## src/hw/rtl/rrlp_pkg.sv

```systemverilog
`default_nettype none

package rrlp_pkg;

    // Widths of the parser's running state.
    localparam int unsigned VALUE_W = 32;
    localparam int unsigned PROD_W  = VALUE_W + 4;

    typedef logic [VALUE_W-1:0] t_value;
    typedef logic [2:0]         t_prefix_pos;
    typedef logic [1:0]         t_field_idx;
    typedef logic [3:0]         t_digit_cnt;

    // Fixed protocol constants.
    localparam t_prefix_pos PREFIX_LEN  = 3'd5;
    localparam t_field_idx  FIELD_COUNT = 2'd3;
    localparam t_digit_cnt  MAX_DIGITS  = 4'd10;

    // Character codes.
    localparam logic [7:0] CHAR_NUL   = 8'h00;
    localparam logic [7:0] CHAR_R     = 8'h52;
    localparam logic [7:0] CHAR_P     = 8'h50;
    localparam logic [7:0] CHAR_L     = 8'h4C;
    localparam logic [7:0] CHAR_QUEST = 8'h3F;
    localparam logic [7:0] CHAR_SPACE = 8'h20;
    localparam logic [7:0] CHAR_TAB   = 8'h09;
    localparam logic [7:0] CHAR_LF    = 8'h0A;
    localparam logic [7:0] CHAR_VT    = 8'h0B;
    localparam logic [7:0] CHAR_FF    = 8'h0C;
    localparam logic [7:0] CHAR_CR    = 8'h0D;
    localparam logic [7:0] CHAR_ZERO  = 8'h30;
    localparam logic [7:0] CHAR_NINE  = 8'h39;

    // Expected prefix character at each matched position.
    function automatic logic [7:0] prefix_char(input t_prefix_pos pos);
        logic [7:0] c;
        unique case (pos)
            3'd0:    c = CHAR_R;
            3'd1:    c = CHAR_P;
            3'd2:    c = CHAR_L;
            3'd3:    c = CHAR_QUEST;
            3'd4:    c = CHAR_SPACE;
            default: c = CHAR_NUL;
        endcase
        return c;
    endfunction

    // Whitespace that separates fields.
    function automatic logic is_space(input logic [7:0] c);
        return (c == CHAR_SPACE) || (c == CHAR_TAB) || (c == CHAR_LF) ||
               (c == CHAR_CR) || (c == CHAR_VT) || (c == CHAR_FF);
    endfunction

endpackage

`default_nettype wire

```

## src/hw/rtl/replay_request_line_parser.sv

```systemverilog
`default_nettype none
// Replay request line parser.
// A terminating zero byte passes through the input register and then loads its verdict
// into the result register, waiting first while a previous verdict is stalled at the output.
// Throughput: one byte per cycle; a terminator waits only while the previous verdict
// is still stalled at the output. Reset clears the parser state and both valid flags;
// data registers are not reset.

module replay_request_line_parser (
    input  wire logic             i_clk,
    input  wire logic             i_rst_n,
    input  wire logic             i_valid,
    input  wire logic [7:0]       i_text_byte,
    output logic                  o_stall,
    output logic                  o_valid,
    input  wire logic             i_stall,
    output logic                  o_request_ok,
    output rrlp_pkg::t_value      o_window_start,
    output rrlp_pkg::t_value      o_window_end,
    output rrlp_pkg::t_value      o_max_count
);
    import rrlp_pkg::*;

    // Input register.
    logic        r_in_valid;
    logic [7:0]  r_in_byte;

    // Parser state.
    t_prefix_pos r_prefix_pos, n_prefix_pos;
    t_field_idx  r_fields_seen, n_fields_seen;
    logic        r_inside, n_inside;
    t_digit_cnt  r_digit_count, n_digit_count;
    logic        r_failed, n_failed;
    t_value      r_field [0:2];

    // Result register.
    logic        r_out_valid;
    logic        r_out_ok;
    t_value      r_out_start;
    t_value      r_out_end;
    t_value      r_out_max;

    logic        w_consume;
    logic        w_is_nul;
    logic        w_load;
    logic        w_is_digit;
    t_field_idx  w_slot;
    t_value      w_base;
    t_digit_cnt  w_count;
    t_value      w_next;
    logic        w_ovf;
    logic        w_field_we;
    logic        w_ok;

    // A terminator needs room in the result register; other bytes always proceed.
    assign w_is_nul  = (r_in_byte == CHAR_NUL);
    assign w_consume = r_in_valid && (!w_is_nul || !r_out_valid || !i_stall);
    assign w_load    = w_consume && w_is_nul;
    assign o_stall   = r_in_valid && !w_consume;

    always_ff @(posedge i_clk) begin
        if (!i_rst_n) begin
            r_in_valid <= 1'b0;
        end else if (!o_stall) begin
            r_in_valid <= i_valid;
        end
    end

    always_ff @(posedge i_clk) begin
        if (!o_stall) begin
            r_in_byte <= i_text_byte;
        end
    end

    // Field slot and running value for the current digit.
    assign w_is_digit = (r_in_byte >= CHAR_ZERO) && (r_in_byte <= CHAR_NINE);
    assign w_slot     = r_inside ? (r_fields_seen - 2'd1) : r_fields_seen;
    assign w_count    = r_inside ? r_digit_count : '0;

    always_comb begin
        w_base = '0;
        if (r_inside) begin
            case (w_slot)
                2'd0:    w_base = r_field[0];
                2'd1:    w_base = r_field[1];
                2'd2:    w_base = r_field[2];
                default: w_base = '0;
            endcase
        end
    end

    rrlp_digit_acc u_acc (
        .i_value    (w_base),
        .i_digit    (r_in_byte[3:0]),
        .o_value    (w_next),
        .o_overflow (w_ovf)
    );

    // Next parser state for the byte in the input register.
    always_comb begin
        n_prefix_pos  = r_prefix_pos;
        n_fields_seen = r_fields_seen;
        n_inside      = r_inside;
        n_digit_count = r_digit_count;
        n_failed      = r_failed;
        w_field_we    = 1'b0;
        if (w_consume) begin
            if (w_is_nul) begin
                n_prefix_pos  = '0;
                n_fields_seen = '0;
                n_inside      = 1'b0;
                n_digit_count = '0;
                n_failed      = 1'b0;
            end else if (!r_failed) begin
                if (r_prefix_pos != PREFIX_LEN) begin
                    if (r_in_byte == prefix_char(r_prefix_pos)) begin
                        n_prefix_pos = r_prefix_pos + 3'd1;
                    end else begin
                        n_failed = 1'b1;
                    end
                end else if (is_space(r_in_byte)) begin
                    n_inside = 1'b0;
                end else if (!r_inside && (r_fields_seen == FIELD_COUNT)) begin
                    n_failed = 1'b1;
                end else begin
                    if (!r_inside) begin
                        n_fields_seen = r_fields_seen + 2'd1;
                        n_inside      = 1'b1;
                        n_digit_count = '0;
                    end
                    if (!w_is_digit || (w_count >= MAX_DIGITS) || w_ovf) begin
                        n_failed = 1'b1;
                    end else begin
                        w_field_we    = 1'b1;
                        n_digit_count = w_count + 4'd1;
                    end
                end
            end
        end
    end

    always_ff @(posedge i_clk) begin
        if (!i_rst_n) begin
            r_prefix_pos  <= '0;
            r_fields_seen <= '0;
            r_inside      <= 1'b0;
            r_digit_count <= '0;
            r_failed      <= 1'b0;
        end else begin
            r_prefix_pos  <= n_prefix_pos;
            r_fields_seen <= n_fields_seen;
            r_inside      <= n_inside;
            r_digit_count <= n_digit_count;
            r_failed      <= n_failed;
        end
    end

    // Field value storage; only fully opened fields are ever reported.
    always_ff @(posedge i_clk) begin
        if (w_field_we) begin
            r_field[w_slot] <= w_next;
        end
    end

    // Verdict for the line ended by the current terminator.
    assign w_ok = !r_failed && (r_prefix_pos == PREFIX_LEN) &&
                  (r_fields_seen == FIELD_COUNT) &&
                  (r_field[1] >= r_field[0]) && (r_field[2] != '0);

    always_ff @(posedge i_clk) begin
        if (!i_rst_n) begin
            r_out_valid <= 1'b0;
        end else if (w_load) begin
            r_out_valid <= 1'b1;
        end else if (!i_stall) begin
            r_out_valid <= 1'b0;
        end
    end

    always_ff @(posedge i_clk) begin
        if (w_load) begin
            r_out_ok    <= w_ok;
            r_out_start <= w_ok ? r_field[0] : '0;
            r_out_end   <= w_ok ? r_field[1] : '0;
            r_out_max   <= w_ok ? r_field[2] : '0;
        end
    end

    assign o_valid        = r_out_valid;
    assign o_request_ok   = r_out_ok;
    assign o_window_start = r_out_start;
    assign o_window_end   = r_out_end;
    assign o_max_count    = r_out_max;

`ifndef SYNTH
    // A new result only appears after a terminator was transferred to the parser.
    a_result_from_nul: assert property (@(posedge i_clk) disable iff (!i_rst_n)
        $rose(r_out_valid) |-> $past(w_consume && w_is_nul))
        else $error("result appeared without a terminator");

    // An accepted request has an ordered window and a nonzero maximum.
    a_ok_consistent: assert property (@(posedge i_clk) disable iff (!i_rst_n)
        (r_out_valid && r_out_ok) |->
            ((r_out_max != '0) && (r_out_end >= r_out_start)))
        else $error("accepted request breaks window rules");

    // A rejected request reports all values as zero.
    a_reject_zero: assert property (@(posedge i_clk) disable iff (!i_rst_n)
        (r_out_valid && !r_out_ok) |->
            ((r_out_start == '0) && (r_out_end == '0) && (r_out_max == '0)))
        else $error("rejected request carries nonzero values");

    // Being inside a field implies that field was counted.
    a_inside_counted: assert property (@(posedge i_clk) disable iff (!i_rst_n)
        r_inside |-> (r_fields_seen != '0) && (r_prefix_pos == PREFIX_LEN))
        else $error("field open without a counted field");
`endif

endmodule

`default_nettype wire

```

## src/hw/rtl/rrlp_digit_acc.sv

```systemverilog
`default_nettype none

module rrlp_digit_acc (
    input  wire rrlp_pkg::t_value i_value,
    input  wire logic [3:0]       i_digit,
    output rrlp_pkg::t_value      o_value,
    output logic                  o_overflow
);
    import rrlp_pkg::*;

    logic [PROD_W-1:0] w_wide;
    logic [PROD_W-1:0] w_sum;

    // Multiply by ten as (8x + 2x), then add the new digit.
    assign w_wide = {{(PROD_W-VALUE_W){1'b0}}, i_value};
    assign w_sum  = (w_wide << 3) + (w_wide << 1)
                  + {{(PROD_W-4){1'b0}}, i_digit};

    assign o_value    = w_sum[VALUE_W-1:0];
    assign o_overflow = |w_sum[PROD_W-1:VALUE_W];

endmodule

`default_nettype wire

```

## config.mk

```make
export PLATFORM = sky130hd
export DESIGN_NAME = replay_request_line_parser
export DESIGN_NICKNAME = d
export VERILOG_FILES = /design/src/hw/rtl/rrlp_pkg.sv /design/src/hw/rtl/replay_request_line_parser.sv /design/src/hw/rtl/rrlp_digit_acc.sv
export SDC_FILE = /design/constraint.sdc
export NUM_CORES = 1
export LEC_CHECK = 0
export BUFFER_PORTS_ARGS = -buffer_cell sky130_fd_sc_hd__buf_2
export CAP_MARGIN = 10
export CORE_MARGIN = 2
export CORE_UTILIZATION = 50
export DETAILED_ROUTE_END_ITERATION = 8
export HOLD_SLACK_MARGIN = 0.1
export PLACE_DENSITY_LB_ADDON = 0.25
export SYNTH_ARGS = -nofsm -noshare
export SYNTH_HDL_FRONTEND = slang
export SYNTH_HIERARCHICAL = 1
export SYNTH_SLANG_ARGS = --single-unit
export TNS_END_PERCENT = 5
```

## constraint.sdc

```tcl
create_clock -name i_clk -period 11.2 [get_ports i_clk]
set_clock_uncertainty 0.2 [all_clocks]
set_input_delay 0.56 -clock i_clk [delete_from_list [all_inputs] [get_ports i_clk]]
set_output_delay 0.56 -clock i_clk [all_outputs]
set_load 0.02 [all_outputs]
```

==> results.md, run 1 <==
- Status: completed
- H-tree levels: 1
- Simple-Gate Fraction of Synth Area: 0.1386
- Crit end category: flop
- Util after Layout: 0.5726
- Crit start category: flop
- Critical Path AT: approximately 7.7 ns
- Synth Flop Type: edfxtp_1
- Synth Area in Adders: 0.1035
- Detailed-route via count: 9949
- DR WL/cell: roughly 18 microns
- Tmin final: 7.687 ns
- Setup CP Type: reg2reg
- DR pass1 iterations: 6
- CTS tree: done
- GPL Wtd Cong: between 0.9 and 1
- R2R depth: 23
- Initial Util: 0.5116
- 1st-iter DRT viols: slightly below 900
- CTS Root Cell: clkbuf_16
- Final worst-path cycle share: 0.6864
- Synth Area in Compound Gates: 0.1914
- Die H: between 150 and 200 microns
- RR Startpoint: r_fields_seen[0]
- FMAX: 130.1 MHz
- Final wirelength: slightly above 30 mm
- Synth cell types: 79
- Global-route wire length before repair: 49.69 mm
- Clock buffer depth: 3
- Synth Warn #: 6
- Slew at the pin closest to its max-slew limit: 0.9966 ns
- Post-Synthesis Cells: ~1300
- Mapped Area: between 10000 and 15000 sq um
- PostCTS Resize Cnt: 0
- Die Width: about 160 microns
- Asr flop ratio synth: 0
- Area of the multi-input gates: ~6000 sq um
- Mapped Nets: ~1400
- Ant diodes: 0
- Post-synthesis mux area share: 0.004635
- Hold Violations, Final: 0
- Final setup fails: 0
- Initial antenna violation count: 0
- Mean Syn Cell Area: slightly above 10 sq um
- CTS Buf Count: 23
- FP Rows: 58
- WP data required: between 10 and 15 ns
- Reg area: 6296 sq um
- Via density: slightly below 6
- Largest net degree at the start of global routing: 99
- Slew Limit Fails: 0
- RSZ-0062 raised after global routing: no
- Nets: around 1500
- Largest family of logic cells by synthesized area: compound AO/OA/AOI/OAI gates
- Worst VDD drop: around 0.093 mV
- WHS: about 0.24 ns
- GRT Overall Usage: 0.2303
- GRT overflow: 0
- Post-DP HPWL: 21.98 mm
- Reg clk slew, reported paths: 0.06 ns
- Number of global-route vias before repair: 9393
- Core ar.: between 20000 and 30000 sq um
- Crit path from: r_fields_seen[0]
- Max-cap violation count: 0
- Antenna viol nets, final: 0
- IO Pins: 111
- Synthesis-stage register bit count: 214
- Register area share after synthesis: 0.4859
- Leakage power: 6.349 nW
- Hold-fix buffers at CTS: 9
- Hold Path Class: in2reg
- Setup_tns: 0 ns
- Worst-Skew Late Latency: 0.51 ns
- Post-synth EDFFs: ~200
- CP Max Fanout: 35
- R2r setup slk: 3.51 ns
- R2r endpoint: r_field[2][0]
- Layout cell share with drive strength beyond 1: 0.1628
- Post-synthesis xor/xnor area fraction: 0.02096
- Area delta synth->final: 11.94%
- Die area: ~27000 sq um
- IO buf count: 110
- Hold Path Cell Cnt: 3
- Pwr/cell area: between 100 and 150 nW/um^2
- Clk sinks: 214
- # fillers: around 2100
- Setup Fix Bufs, Post-CTS: 0
- Setup crit end: r_field[2][0]
- Rel. slew slack: 0.3356
- DRC viols: 0
==> stage by stage <==
step | cell area (sq um) | instances | power (mW) | setup slack (ns)
global route | 14500 | 1681 | 1.648 | 2.847
floorplan | 12960 | 1256 | 0.8914 | 3.203
global placement | 13710 | 1633 | 0.8962 | 3.759
CTS | 14500 | 1681 | 1.613 | 3.432
finish | 14500 | 1681 | 1.598 | 3.513
detailed placement | 13710 | 1633 | 0.8964 | 3.487
==> Yosys cell counts, types with 6 or more instances <==
cell type	number	area, sq um
a21o_1	21	157.7
a21oi_1	113	565.5
and2_1	9	56.30
buf_2	32	160.2
buf_4	6	45.04
clkbuf_1	33	123.9
dfxtp_1	13	260.3
edfxtp_1	201	6036
ha_1	104	1301
inv_1	85	319.1
mux2i_1	6	60.06
nand2_1	173	649.4
nand3_1	79	395.4
nand4_1	13	81.33
nor2_1	58	217.7
nor3_1	17	85.08
nor4_1	10	62.56
o211ai_1	8	60.06
o21a_1	8	60.06
o21ai_0	26	130.1
o21ai_1	7	35.03
o22ai_1	39	244.0
o22ai_2	30	375.4
o32ai_1	34	297.8
xnor2_1	24	210.2
xor2_1	7	61.31
==> state kept, by name, summed over array words and instances (netlist names), 2 cells and up <==
register,cells
o_max_count,32
o_window_end,32
o_window_start,32
r_digit_count,4
r_field,96
r_fields_seen,2
r_in_byte,8
r_prefix_pos,3
==> worst max-delay path: stages (launching register included) <==
cell       delay, ns
dfxtp_1         0.52
ha_1            0.33
a21oi_2         0.15
buf_4           0.40
and2_1          0.65
a21oi_1         0.15
nor2_1          0.15
inv_1           0.08
fa_1            0.53
inv_1           0.06
fa_1            0.47
a211oi_1        0.30
o211ai_1        0.16
a21oi_2         0.23
nor4_1          0.09
o41ai_2         0.46
o21ai_0         0.17
o21ai_0         0.10
o2111ai_1       0.17
nor4b_1         0.37
nand4_1         0.27
nor3_1          0.32
and2_1          0.59
buf_4           0.43
==> final cells by class <==
class,count,share of cell area
Clock inverter,14,0.008282
Multi-Input combinational cell,879,0.4150
Tap cell,330,0.02847
Sequential cell,214,0.4341
Timing Repair Buffer,134,0.05194
Clock buffer,25,0.04020
Inverter,85,0.02200
==> power breakdown <==
| group | total (mW) | leakage, nW | switching [mW] | internal [mW] |
|---|---|---|---|---|
| combinational | 0.0138 | 3.80 | 0.00683 | 0.00696 |
| clock | 0.716 | 0.346 | 0.297 | 0.419 |
| sequential | 0.868 | 2.20 | 0.00381 | 0.864 |
==> cell families after synthesis <==
| family | count (synthesis) |
|---|---|
| compound gates | 345 |
| xor+xnor | 31 |
| fa+ha+maj | 106 |
| buf+inv | 163 |
| flops | 214 |
| mux | 6 |
| simple gates | 391 |
==> placed cells by master (no fill, tap or decap), types with 6 or more instances in the layout <==
master / synthesis / final
nor4_1: 10 / 10
o22ai_2: 30 / 30
nand4_1: 13 / 13
o21a_1: 8 / 8
xnor2_1: 24 / 23
and2_1: 9 / 9
dfxtp_1: 13 / 13
nand2_1: 173 / 173
o32ai_1: 34 / 34
clkbuf_16: 0 / 23
buf_2: 32 / 110
a21oi_1: 113 / 111
o22ai_1: 39 / 39
xor2_1: 7 / 6
a21o_1: 21 / 21
o211ai_1: 8 / 8
ha_1: 104 / 104
nor2_1: 58 / 58
nand3_1: 79 / 79
mux2i_1: 6 / 6
buf_4: 6 / 15
edfxtp_1: 201 / 201
dlygate4sd3_1: 0 / 9
o21ai_1: 7 / 6
o21ai_0: 26 / 26
nor3_1: 17 / 15
inv_1: 85 / 85
==> per-layer routing <==
layer  vias to the layer above  part of all wire  global-route usage
met5                         -                 0                   0
met4                         0             0.015             0.05336
met3                        41             0.059             0.03164
met2                       325              0.47              0.3771
met1                      4732              0.45              0.3262
li1                       4851                 -                   -
==> how the worst min path moves through the flow <==
stage / startpoint / end / slack [ns]
after floorplan: r_failed / r_failed / 0.24
after global routing: i_stall / o_valid / 0.25
after global placement: r_failed / r_failed / 0.25
final: i_stall / o_valid / 0.24
after CTS: i_stall / o_valid / 0.22
after detailed placement: r_failed / r_failed / 0.26
Note: power is estimated with default switching activity, not from simulation.
==> run 2: changes to the inputs <==
==> constraint.sdc (replaced) <==
create_clock -name i_clk -period 7.8 [get_ports i_clk]
set_clock_uncertainty 0.2 [all_clocks]
set_input_delay 0.39 -clock i_clk [delete_from_list [all_inputs] [get_ports i_clk]]
set_output_delay 0.39 -clock i_clk [all_outputs]
set_load 0.02 [all_outputs]
==> run 2 against run 1 <==
Effect of this change:
- sequential share of layout area shrank 0.46 points
- critical path depth is the same
- hold slack gained 0.049 ns
- clock power rose by 56%
- worst setup slack worse by 2.4 ns
- fmax grew 15%
- final area increased by 1.1%
==> results.md, run 2 (synthesized netlist as in run 1, its figures left out) <==
- Reg area: 6296 sq um
- IO Pins: 111
- Area of the multi-input gates: 6018 sq um
- GRT Overall Usage: 0.2415
- 1st-iter DRT viols: 933
- # fillers: 2154
- Setup CP Type: reg2reg
- Final worst setup slack: approximately 1.1 ns
- RSZ-0062 raised after global routing: no
- Detailed-route via count: 10110
- Tmin final: 6.700 ns
- Hold Path Class: reg2reg
- Hold-fix buffers at CTS: 13
- Setup Fix Bufs, Post-CTS: 0
- Worst-Skew Late Latency: 0.53 ns
- Crit start category: flop
- Final setup fails: 0
- Via density: 5.973
- Die H: 165.0 microns
- Post-DP HPWL: 22.81 mm
- FP Rows: 58
- CP Max Fanout: 33
- Area delta synth->final: 13.14%
- Top reg by flops: r_field
- CP Cell Sequence: ha_1 > a21oi_2 > and2_1 > buf_4 > a21oi_1 > nor2_1 > inv_1 > fa_1 > inv_1 > fa_1 > a211oi_1 > o211ai_1 > a21oi_2 > nor4_1 > o41ai_2 > o21ai_0 > o21ai_0 > o2111ai_1 > nor4b_1 > nand4_1 > nor3_1 > and2_1 > buf_12
- Layout cell share with drive strength beyond 1: 0.1689
- Worst VDD drop: around 0.18 mV
- Core ar.: 25330 sq um
- Global-route wire length before repair: 51.77 mm
- CTS Buf Count: 24
- DR pass1 iterations: 8
- Rel. slew slack: 0.3340
- Die area: 27220 sq um
- Status: completed
- Pwr Total: about 2.4 mW
- PostCTS Resize Cnt: 0
- WHS: around 0.29 ns
- Dpl ws: 1.124 ns
- Cells after DPL: about 1600
- GRT overflow: 0
- Hold Violations, Final: 0
- DR WL/cell: 19.11 microns
- Crit end category: flop
- Largest net degree at the start of global routing: 98
- DRC viols: 0
- Slew at the pin closest to its max-slew limit: 0.9990 ns
- Design area: approximately 15000 sq um
- IO buf count: 110
- Clk sinks: 214
- GPL Wtd Cong: 0.8968
- Max-cap violation count: 0
- Initial antenna violation count: 0
- CTS tree: done
- Die Width: 165.0 microns
- Ant diodes: 0
- Commonest non-fill, non-tap cell in the layout: edfxtp_1
- WP data required: 7.82 ns
- Leakage power: 6.421 nW
- Initial Util: 0.5116
- Reg clk slew, reported paths: 0.06 ns
- Cell Area, Placed: between 10000 and 15000 sq um
- Pwr/cell area: 163.2 nW/um^2
- Max reg flops: 96
- Number of global-route vias before repair: 9722
- Final worst-path cycle share: 0.8590
- H-tree levels: 1
- Antenna viol nets, final: 0
- Slowest cell on the critical path: fa_1
- Critical Path AT: 6.72 ns
- CTS Root Cell: clkbuf_16
- Nets: 1462
- Non-Filler Instances: 1692
- Clock buffer depth: 3
- Crit path largest cell delay: 0.54 ns
- Most frequent cells in the layout: 201 x edfxtp_1, 173 x nand2_1, 111 x a21oi_1
- FMAX: between 100 and 150 MHz
- Slew Limit Fails: 0
- Final wirelength: 32.33 mm
==> run 2: cell count changes in the layout (fill, tap and decap cells not counted) <==
cell,previous run,this run
clkbuf_16,23,25
clkinvlp_4,1,3
inv_6,0,4
clkinv_1,5,2
buf_4,15,16
dlygate4sd3_1,9,13
buf_12,0,1
==> run 2: critical path: cells and delay by family (launching register included) <==
kind	cells	cell delay (ns)
AOI/OAI and AO/OA	9	1.85
buffers and inverters	4	0.75
and+or+nand+nor	7	1.70
adders and majority gates	3	1.35
DFF	1	0.50
==> run 2: worst paths after layout <==
check	from	end	slack [ns]	cells after the start
min reg2reg	r_failed	r_failed	0.29	2
max	r_fields_seen[0]	r_field[2][14]	1.10	23
max reg2reg	r_fields_seen[0]	r_field[2][14]	1.10	23
min	r_failed	r_failed	0.29	2
==> run 2: metrics by stage <==
stage	TNS, ns	utilization
6_report	0	0.5788
5_1_grt	0	0.5788
4_1_cts	0	0.5788
3_5_place_dp	0	0.5424
3_3_place_gp	0	0.5424
2_1_floorplan	-12.61	-
==> run 2: layer usage <==
| layer | global-route usage | wire (microns) | up-vias |
|---|---|---|---|
| met5 | 0 | 0 | - |
| met4 | 0.06680 | 713 | 0 |
| met3 | 0.03290 | 2494 | 50 |
| met2 | 0.3920 | 14990 | 393 |
| met1 | 0.3411 | 14140 | 4796 |
| li1 | - | - | 4868 |
==> run 2: final cells by class <==
class	instances	area share
inverters	85	0.02177
multi-input cells	879	0.4105
well taps	330	0.02817
clock inverters	17	0.01084
flip-flops and latches	214	0.4295
repair buffers	140	0.05599
clock buffers	27	0.04319
==> run 2: power by group <==
group | internal, mW | total [mW] | switching (mW) | leakage (nW)
sequential | 1.24 | 1.25 | 0.00601 | 2.20
combinational | 0.0110 | 0.0215 | 0.0104 | 3.83
clock | 0.657 | 1.12 | 0.467 | 0.384
